==> src/sv/sqmpc_pkg.sv <==
// ----------------------------------------------------------------------------
// sqmpc_pkg
// Shared types and constants for the square matrix property checker.
// ----------------------------------------------------------------------------
package sqmpc_pkg;

    localparam int CFG_W      = 5;   // matrix_order register
    localparam int IN_W       = 32;  // element_value
    localparam int LINE_W     = 4;   // line_index
    localparam int OUT_DATA_W = 16;  // result tdata, padded to whole bytes

    localparam logic [CFG_W-1:0] ORDER_RESET = 5'd4;

    // result tdata bit positions
    localparam int BIT_ROW_ZERO  = 4;
    localparam int BIT_COL_ZERO  = 5;
    localparam int BIT_SYMMETRIC = 6;
    localparam int BIT_MAIN_ZERO = 7;
    localparam int BIT_ANTI_ZERO = 8;

    // position decode of one element, travels with the element
    typedef struct packed {
        logic upper;     // above the main diagonal: store it
        logic lower;     // below the main diagonal: check against mirror
        logic diag;
        logic anti;
        logic row_end;
        logic mat_end;
    } sqmpc_ctrl_t;

    // whole-matrix flags
    typedef struct packed {
        logic symmetric;
        logic main_zero;
        logic anti_zero;
    } sqmpc_glob_t;

endpackage

==> src/sv/sqmpc_flag_unit.sv <==
// ----------------------------------------------------------------------------
// sqmpc_flag_unit
// Symmetry and zero-line flags, updated once per element.
// ----------------------------------------------------------------------------
module sqmpc_flag_unit #(
    parameter int MAX_ORDER = 16,
    parameter int DATA_W    = 32,
    parameter int POS_W     = 4
) (
    input  logic                   aclk,
    input  logic                   aresetn,
    input  logic                   cfg_wr_en,
    input  logic                   a_fire,
    input  logic [DATA_W-1:0]      a_value,
    input  logic [DATA_W-1:0]      a_mirror,
    input  sqmpc_pkg::sqmpc_ctrl_t a_ctrl,
    input  logic [POS_W-1:0]       a_row,
    input  logic [POS_W-1:0]       a_col,
    output logic [MAX_ORDER-1:0]   fin_row_zero,
    output logic [MAX_ORDER-1:0]   fin_col_zero,
    output sqmpc_pkg::sqmpc_glob_t fin_glob
);

    logic                   cur_row_zero_reg, cur_row_zero_next;
    logic [MAX_ORDER-1:0]   row_zero_reg, row_zero_next;
    logic [MAX_ORDER-1:0]   col_zero_reg, col_zero_next;
    sqmpc_pkg::sqmpc_glob_t glob_reg, glob_next;
    logic                   nonzero;
    logic                   row_nonzero;

    always_comb begin
        nonzero     = a_value != '0;
        row_nonzero = !cur_row_zero_reg || nonzero;

        glob_next = glob_reg;
        if (a_ctrl.lower && (a_mirror != a_value)) begin
            glob_next.symmetric = 1'b0;
        end
        if (nonzero && a_ctrl.diag) begin
            glob_next.main_zero = 1'b0;
        end
        if (nonzero && a_ctrl.anti) begin
            glob_next.anti_zero = 1'b0;
        end

        for (int i = 0; i < MAX_ORDER; i++) begin
            col_zero_next[i] = col_zero_reg[i] && !(nonzero && (a_col == POS_W'(i)));
            row_zero_next[i] = row_zero_reg[i] &&
                               !(a_ctrl.row_end && row_nonzero && (a_row == POS_W'(i)));
        end

        cur_row_zero_next = a_ctrl.row_end ? 1'b1 : !row_nonzero;
    end

    always_ff @(posedge aclk) begin
        if (!aresetn || cfg_wr_en || (a_fire && a_ctrl.mat_end)) begin
            cur_row_zero_reg <= 1'b1;
            row_zero_reg     <= '1;
            col_zero_reg     <= '1;
            glob_reg         <= '1;
        end else if (a_fire) begin
            cur_row_zero_reg <= cur_row_zero_next;
            row_zero_reg     <= row_zero_next;
            col_zero_reg     <= col_zero_next;
            glob_reg         <= glob_next;
        end
    end

    assign fin_row_zero = row_zero_next;
    assign fin_col_zero = col_zero_next;
    assign fin_glob     = glob_next;

endmodule

==> config.mk <==
export PLATFORM = sky130hd
export DESIGN_NAME = sqmpc_flag_unit
export DESIGN_NICKNAME = d
export VERILOG_FILES = /design/src/sv/sqmpc_pkg.sv /design/src/sv/sqmpc_flag_unit.sv
export SDC_FILE = /design/constraint.sdc
export NUM_CORES = 1
export LEC_CHECK = 0
export BUFFER_PORTS_ARGS = -buffer_cell sky130_fd_sc_hd__buf_2
export CORE_ASPECT_RATIO = 2
export CORE_MARGIN = 1
export CORE_UTILIZATION = 30
export DETAILED_ROUTE_END_ITERATION = 12
export HOLD_SLACK_MARGIN = 0.15
export SETUP_SLACK_MARGIN = 0.1
export SKIP_CTS_REPAIR_TIMING = 1
export SLEW_MARGIN = 10
export SYNTH_ARGS = -nofsm -noshare
export SYNTH_HDL_FRONTEND = slang
export SYNTH_SLANG_ARGS = --single-unit
export TNS_END_PERCENT = 5
==> constraint.sdc <==
create_clock -name aclk -period 1.4 [get_ports aclk]
set_input_delay 0.14 -clock aclk [delete_from_list [all_inputs] [get_ports aclk]]
set_output_delay 0.14 -clock aclk [all_outputs]
set_load 0.005 [all_outputs]
==> impl_metrics.yaml <==
status:
  status: "finished with violations"
  failed_checks: "negative setup slack"
critical_path:
  slowest_delay_ps: 270
  endpoint_kind: "output port"
  cp.buffers_inverters: 4
  critPathTopFamily: "simple AND/OR/NAND/NOR gates"
  critPathKind: "input port to output port"
  cp-start-kind: "input port"
  crit_chain: "buf_6 > nor4_4 > nand4_1 > buf_6 > nor3_4 > buf_12 > o31a_2 > buf_2"
  crit_top_cell: "buf_6"
  cp_slowest_cell: "nor4_4"
  required_ps: 1260
  crit_fanout: 25
  arrival_ps: 1470
place:
  portBuffers: 115
  dp_hpwl_mm: 5.55
  finalWeightedCongestion: 0.807
sta:
  period_minus_slack_ps: 1610
  setup_viol: 35
  worst_slack_ps: -207
  finalHoldWorstSlack_ps: 171
  period_share_pct: 115
  rsz0062_at_grt: "true"
  fmax_mhz: 622
  worst_slew_pin_slew_ps: 313
  finalClockSkew_ps: 3.61
  slew_headroom_pct: 79.0
  hold_viol: 0
  maxSlewViolCount: 0
drt:
  antenna_left: 0
  wl_per_cell_um: 14.3
  num_vias: 2370
  viasPerCell: 4.94
  post-route-drc-count: 0
  drtIter0Drc: 97
  dr.pass1.iters: 4
  routed_wl_mm: 6.86
pwr:
  ir_drop_mv: 0.380
  power.density_mw_per_mm2: 836
  p_leak_uw: 0.00134
yosys:
  ys.flop_type: "dfxtp_1"
  synth-async-reset-ratio_pct: 0
  ys_warn_count: 0
  synth_xor_area_share_pct: 13.2
  synth_fa_ha_area_share_pct: 0
  syn_nets: 325
  ys_types: 33
  ys_seq_elements: 36
  synthSimpleGateAreaFrac_pct: 21.4
  synth.area.mux_share_pct: 0
  synth_top_family_by_area: "compound AO/OA/AOI/OAI gates"
  syn_inst: 243
  synth_compound_area_share_pct: 26.2
  syn-mean-instance-area_sq_um: 8.73
  synth_seq_area_share_pct: 34.0
  synth_edf_count: 0
  syn_area_sq_mm: 0.00212
cts:
  clock_latency_ps: 280
  numCtsBuffers: 5
  cts_tree: "done"
  clock_path_buffers: 2
  cts_num_sinks: 36
  clock-root-buffer: "clkbuf_16"
  path_clk_slew_ps: 50
  htreeDepth: 2
flow_run:
  drv_cap: 0
global_route:
  grt_pass1_wl_mm: 10.5
  antenna_found_initial: 0
  top_usage_layer: "met2"
  met3_usage_pct: 3.41
  grt_pass1_vias: 2372
  grtUsageMet2_pct: 37.4
  grt_max_degree: 34
  use_met1_pct: 18.1
  gr-total-overflow: 0
  grtUsageTotal_pct: 19.2
die:
  io-pin-count: 117
  rows: 43
  start_util_pct: 30.8
  die-width_um: 61.5
  die_h_um: 121
  fp.coreArea_sq_mm: 0.00689
  dieArea_sq_mm: 0.00743
layout:
  n_antenna_cell: 0
  final_util_pct: 49.6
  regArea_sq_um: 721
  multiInputGateArea_sq_mm: 0.00145
  nets: 471
  area_growth_syn_to_layout_pct: 61.0
  nFillCells: 729
  drive_gt1_share_pct: 48.5
worst_hold_path:
  hold_class: "input port to flop"
## Yosys cell counts (6+ instances only)
cell     instances  area (sq um)
o31a_1          14           123
o21ai_0         16          80.1
nor4_1          10          62.6
nand4_1         10          62.6
o21a_1          12          90.1
dfxtp_1         36           721
nand2_1         37           139
or2_2            8          50.1
o31ai_1         16           120
o31a_2           6          60.1
xnor2_1         32           280
## stage by stage
| stage | std cells | power (uW) | TNS, ps | instance area (sq um) | setup WS, ps |
|---|---|---|---|---|---|
| after floorplan | 243 | 1290 | 0 | 2230 | 23.7 |
| after global placement | 471 | 1590 | -9420 | 3110 | -244 |
| after detailed placement | 471 | 1590 | -13380 | 3110 | -310 |
| after CTS | 479 | 2860 | -8900 | 3270 | -316 |
| after global routing | 480 | 2970 | -8990 | 3420 | -316 |
| final | 480 | 2850 | -5460 | 3420 | -207 |
## path summary, 6_finish.rpt
check              startpoint          endpoint  slack [ps]  cells past startpoint
max               a_value[13]   fin_row_zero[4]        -210                      8
max reg2reg  cur_row_zero_reg   row_zero_reg[4]         190                      6
min reg2reg  row_zero_reg[15]  row_zero_reg[15]         460                      2
min                 a_ctrl[2]       glob_reg[0]         170                      3
## worst reg2reg max path, delay by kind of cell, from the launching register on
| family | cells | cell delay (ps) |
|---|---|---|
| flops | 1 | 310 |
| simple gates | 2 | 140 |
| buf+inv | 3 | 390 |
| compound gates | 1 | 260 |
## cell usage in the layout, fill, tap and decap left out, types with 6 or more instances in the layout
cell type / count
buf_2: 105
nand2_1: 37
dfxtp_1: 36
buf_4: 32
xnor2_1: 29
o31ai_1: 16
o21ai_0: 16
o31a_1: 14
o21a_1: 12
nand4_1: 10
buf_6: 10
nor4_4: 7
or2_2: 7
o31a_2: 6
## report_power, final
| group | switching, uW | total, uW | leakage, uW | internal (uW) |
|---|---|---|---|---|
| logic | 266 | 568 | 0.000971 | 302 |
| registers | 4.26 | 1040 | 0.000292 | 1030 |
| clock network | 413 | 1250 | 0.0000808 | 837 |
## final cells by class
type	instances	area share [%]
timing repair buffer	152	28.1
multi-input combinational	192	42.5
clock inverter	2	1.03
inverter	2	0.220
sequential	36	21.1
tap	90	3.30
clock buffer	6	3.77
## cells by family after synthesis
logic type	Yosys count
buffers and inverters	15
AOI/OAI and AO/OA	75
xor gates and xnor gates	32
DFF	36
and+or+nand+nor	85
## routing by layer
metal,part of all wire [%],vias to the layer above
met5,0,-
met4,2.0,0
met3,4.8,11
met2,59,86
met1,34,1087
li1,-,1186
No activity file was read; power rests on OpenSTA's default activity.
