**src/sv/sqmpc_pkg.sv**
```systemverilog
// ----------------------------------------------------------------------------
// sqmpc_pkg
// Shared types and constants for the square matrix property checker.
// ----------------------------------------------------------------------------
package sqmpc_pkg;

    localparam int CFG_W      = 5;   // matrix_order register
    localparam int IN_W       = 32;  // element_value
    localparam int LINE_W     = 4;   // line_index
    localparam int OUT_DATA_W = 16;  // result tdata, padded to whole bytes

    localparam logic [CFG_W-1:0] ORDER_RESET = 5'd4;

    // result tdata bit positions
    localparam int BIT_ROW_ZERO  = 4;
    localparam int BIT_COL_ZERO  = 5;
    localparam int BIT_SYMMETRIC = 6;
    localparam int BIT_MAIN_ZERO = 7;
    localparam int BIT_ANTI_ZERO = 8;

    // position decode of one element, travels with the element
    typedef struct packed {
        logic upper;     // above the main diagonal: store it
        logic lower;     // below the main diagonal: check against mirror
        logic diag;
        logic anti;
        logic row_end;
        logic mat_end;
    } sqmpc_ctrl_t;

    // whole-matrix flags
    typedef struct packed {
        logic symmetric;
        logic main_zero;
        logic anti_zero;
    } sqmpc_glob_t;

endpackage

```
**src/sv/sqmpc_result_seq.sv**
```systemverilog
// ----------------------------------------------------------------------------
// sqmpc_result_seq
// Holds the final flags of a matrix and sends one result per line index.
// ----------------------------------------------------------------------------
module sqmpc_result_seq #(
    parameter int MAX_ORDER = 16,
    parameter int POS_W     = 4,
    parameter int NW        = 5
) (
    input  logic                             aclk,
    input  logic                             aresetn,
    input  logic                             load,
    input  logic [MAX_ORDER-1:0]             fin_row_zero,
    input  logic [MAX_ORDER-1:0]             fin_col_zero,
    input  sqmpc_pkg::sqmpc_glob_t           fin_glob,
    input  logic [NW-1:0]                    n_eff,
    output logic                             free,
    output logic                             m_axis_tvalid,
    input  logic                             m_axis_tready,
    output logic [sqmpc_pkg::OUT_DATA_W-1:0] m_axis_tdata,
    output logic                             m_axis_tlast
);

    logic                   busy_reg;
    logic [POS_W-1:0]       idx_reg;
    logic [MAX_ORDER-1:0]   row_snap_reg;
    logic [MAX_ORDER-1:0]   col_snap_reg;
    sqmpc_pkg::sqmpc_glob_t glob_snap_reg;
    logic                   is_last;
    logic                   sent;

    assign is_last = NW'(idx_reg) == (n_eff - NW'(1));
    assign sent    = busy_reg && m_axis_tready;
    assign free    = !busy_reg || (m_axis_tready && is_last);

    always_ff @(posedge aclk) begin
        if (!aresetn) begin
            busy_reg <= 1'b0;
            idx_reg  <= '0;
        end else if (load) begin
            busy_reg <= 1'b1;
            idx_reg  <= '0;
        end else if (sent) begin
            if (is_last) begin
                busy_reg <= 1'b0;
            end else begin
                idx_reg <= idx_reg + POS_W'(1);
            end
        end
    end

    always_ff @(posedge aclk) begin
        if (load) begin
            row_snap_reg  <= fin_row_zero;
            col_snap_reg  <= fin_col_zero;
            glob_snap_reg <= fin_glob;
        end
    end

    always_comb begin
        m_axis_tdata = '0;
        m_axis_tdata[sqmpc_pkg::LINE_W-1:0]        = sqmpc_pkg::LINE_W'(idx_reg);
        m_axis_tdata[sqmpc_pkg::BIT_ROW_ZERO]  = row_snap_reg[idx_reg];
        m_axis_tdata[sqmpc_pkg::BIT_COL_ZERO]  = col_snap_reg[idx_reg];
        m_axis_tdata[sqmpc_pkg::BIT_SYMMETRIC] = glob_snap_reg.symmetric;
        m_axis_tdata[sqmpc_pkg::BIT_MAIN_ZERO] = glob_snap_reg.main_zero;
        m_axis_tdata[sqmpc_pkg::BIT_ANTI_ZERO] = glob_snap_reg.anti_zero;
    end

    assign m_axis_tvalid = busy_reg;
    assign m_axis_tlast  = is_last;

endmodule

```
**config.mk**
```make
export PLATFORM = sky130hd
export DESIGN_NAME = sqmpc_result_seq
export DESIGN_NICKNAME = d
export VERILOG_FILES = /design/src/sv/sqmpc_pkg.sv /design/src/sv/sqmpc_result_seq.sv
export SDC_FILE = /design/constraint.sdc
export NUM_CORES = 1
export LEC_CHECK = 0
export BUFFER_PORTS_ARGS = -buffer_cell sky130_fd_sc_hd__buf_2
export CAP_MARGIN = 20
export CORE_ASPECT_RATIO = 0.5
export CORE_MARGIN = 2
export CORE_UTILIZATION = 44
export DETAILED_ROUTE_END_ITERATION = 10
export PLACE_DENSITY = 0.75
export SYNTH_ARGS = -nofsm -noshare
export SYNTH_HDL_FRONTEND = slang
export SYNTH_SLANG_ARGS = --single-unit
```
**constraint.sdc**
```tcl
create_clock -name aclk -period 1.8 [get_ports aclk]
set_clock_uncertainty 0.2 [all_clocks]
set_input_delay 0 -clock aclk [delete_from_list [all_inputs] [get_ports aclk]]
set_output_delay 0 -clock aclk [all_outputs]
set_load 0.01 [all_outputs]
```
==> reports/results.tsv <==
stage	metric	value	unit
detailed_routing	vias	1293	
setup_path	max incr delay on CP	0.51	ns
clocking	CTS root buf	clkbuf_8	
setup_path	reg2reg start	idx_reg[0]	
placement	DP Cell Count	215	
detailed_routing	DR vias/cell	4.84	
synth	post-synth top area share	61.3	%
setup_path	critical-path cell list	buf_12, mux4_2, mux4_2, buf_2	
pwr	post-layout power	0.00214	W
synth	Syn Std Cell Area	0.00172	mm2
detailed_routing	remaining antenna violation count after routing	0	
timing	Slew Limit Fails	0	
setup_path	slowest cell on the critical path	mux4_2	
detailed_routing	initial drt markers	103	
global_route	GRT overflow	0	
final_layout	most frequent cells in the layout	buf_2 (53), dlygate4sd3_1 (38), edfxtp_1 (35), buf_4 (11), mux4_2 (10)	
detailed_routing	routed wire length	4320	um
timing	unrepaired setup endpoints after global routing	true	
timing	final number of setup-violating endpoints	9	
run_status	failing checks	negative setup slack	
job	max-capacitance violation count	0	
final_layout	Area Overhead vs Synth	59.3	%
synth	Mapped Avg Cell Area	17.2	um2
placement	GP Congestion	0.777	
setup_path	worst flop-to-flop path endpoint	idx_reg[3]	
final_layout	Diodes inserted	0	
global_route	largest net degree at the start of global routing	37	
synth	Yosys top cell by area	edfxtp_1	
timing	Final Cycle Share	120	%
synth	#FFs+latches synth	40	
floorplanning	starting density of the core	47.9	%
clocking	Clk Latency, worst-skew pair	0.31	ns
pwr	Lkg Pwr	1.12	nW
final_layout	commonest non-fill, non-tap cell in the layout	buf_2	
setup_path	flop2flop setup slack	-0.17	ns
floorplanning	Core ar.	0.00358	mm2
run_status	outcome	finished with violations	
floorplanning	I/O pin total	63	
floorplanning	chip width	92.3	um
clocking	htree depth	2	
detailed_routing	routed len/inst	16.2	um
synth	Area contributors post-synth	edfxtp_1 (61%), mux4_2 (11%), dfxtp_1 (5.8%)	
final_layout	multi-input logic area	534	um2
floorplanning	overall die area	0.00444	mm2
clocking	CTS tree	done	
setup_path	Buf/Inv on CP	2	
timing	fmax	464	MHz
min_path	hold crit path type	in -> reg	
synth	Syn. warnings	0	
pwr	Peak VDD IR	0.000651	V
placement	DP HPWL	2260	um
setup_path	CP max FO	5	
clocking	clock buffer depth	2	
synth	Netlist cell types	29	
setup_path	worst setup path end	m_axis_tdata[4]	
pwr	power per cell area	783	mW/mm2
final_layout	Sequential Area	0.00115	mm2
clocking	CTS sink cnt	40	
timing	setup slack after layout	-0.357	ns
setup_path	CP dominant cell by count	mux4_2	
setup_path	Worst Path Required	1.60	ns
setup_path	delay-heaviest family, CP	multiplexers	
floorplanning	Die H	48.2	um
global_route	GRT Total Usage	20.7	%
setup_path	type of origin of the critical path	flip-flop	
setup_path	critical path depth in cells	4	
global_route	antenna violations before repair	0	
detailed_routing	# DRC	0	
final_layout	layout cells sized above 1	46.8	%
clocking	clock slew at the register clock pins of the worst setup and hold paths	0.09	ns
final_layout	Layout Cells excl Fill	267	
placement	Port Buffers	55	
timing	Hold WS	0.101	ns
timing	minimum clock period	2.16	ns
global_route	vias in the first global route	1324	
setup_path	WP data arrival	1.96	ns
final_layout	nets	261	
floorplanning	num rows	15	
setup_path	path depth of the worst reg2reg path	11	
synth	cells after synthesis	100	
clocking	CTS buffer count	5	
setup_path	crit path capture type	primary output	
setup_path	worst setup path category	reg -> out	
detailed_routing	first-pass iteration count of the detailed router	4	
global_route	first-pass GRT wire length	6330	um
timing	final hold violation count	0	
final_layout	Fillers	215	
synth	Seq/Total Area, Yosys	67.1	%
setup_path	origin of the worst setup path	idx_reg[0]	
per-layer routing:
layer / vias to the layer above / GRT usage, % / routed length [um]
met4: 0 / 14.3 / 107
li1: 600 / - / -
met5: - / 0 / 0
met2: 65 / 37.4 / 2180
met1: 620 / 23.0 / 1690
met3: 8 / 5.87 / 342
where the power goes:
| group | switching [W] | internal, W |
|---|---|---|
| sequential | 0.0000199 | 0.00108 |
| combinational | 0.000110 | 0.000162 |
| clock | 0.000351 | 0.000418 |
| total | 0.000481 | 0.00166 |
logic make-up after synthesis:
group	count (synthesis)	share of synthesized area, %
AO/OA/AOI/OAI	8	3.06
XOR/XNOR	7	3.57
adder cells (fa/ha/maj)	2	1.46
buffers and inverters	13	5.25
flip-flops	40	67.1
multiplexers	10	13.6
other	1	0.219
AND/OR/NAND/NOR	19	5.76
through the flow:
| stage | utilization, % | cell area [um2] | setup slack, ns | setup TNS [ns] |
|---|---|---|---|---|
| after floorplan | - | 1740 | -0.00170 | -0.00170 |
| after global placement | 58.5 | 2100 | -0.158 | -0.556 |
| after detailed placement | 58.5 | 2100 | -0.160 | -0.579 |
| after CTS | 74.5 | 2670 | -0.322 | -1.19 |
| after global routing | 76.2 | 2730 | -0.397 | -2.62 |
| final | 76.2 | 2730 | -0.357 | -1.78 |
Yosys cell counts:
master    instances
conb_1            1
buf_4             8
edfxtp_1         35
nor3b_1           1
o21ai_2           1
nand3_1           1
o31ai_1           1
inv_1             3
nor3_1            1
buf_2             1
ha_1              2
nand2_1           9
or4_2             1
xor2_1            3
and4_1            1
clkbuf_8          1
a21oi_1           1
dfxtp_1           5
nor4_1            1
xnor2_1           4
mux4_1            2
mux4_2            8
or4_1             1
a31oi_1           1
o211ai_1          2
nor2b_1           1
o21ai_0           2
or3_1             1
nor2_1            1
final cells by class:
class	instances	share of cell area [%]
timing repair buffer	112	31.2
clock inverter	3	1.69
multi-input combinational	53	19.6
clock buffer	5	2.52
tap	51	2.34
inverter	3	0.412
sequential	40	42.3
how the worst min path moves through the flow:
stage | start | endpoint | slack (ns) | cells after the start
floorplan | fin_col_zero[0] | col_snap_reg[0] | -0.10 | 0
global placement | fin_glob[1] | m_axis_tdata[7] | -0.02 | 1
detailed placement | fin_row_zero[5] | row_snap_reg[5] | -0.02 | 1
CTS | load | col_snap_reg[9] | 0.1 | 2
global route | load | col_snap_reg[11] | 0.11 | 2
finish | load | col_snap_reg[9] | 0.10 | 2
what timing repair did:
item,in CTS,in global routing
setup buffers,5,2
endpoints found under the setup margin,8,9
resized for setup,11,13
pin swaps,3,11
hold buffers,39,0
endpoints found under the hold margin,40,0
Power figures use the tool's default switching activity.
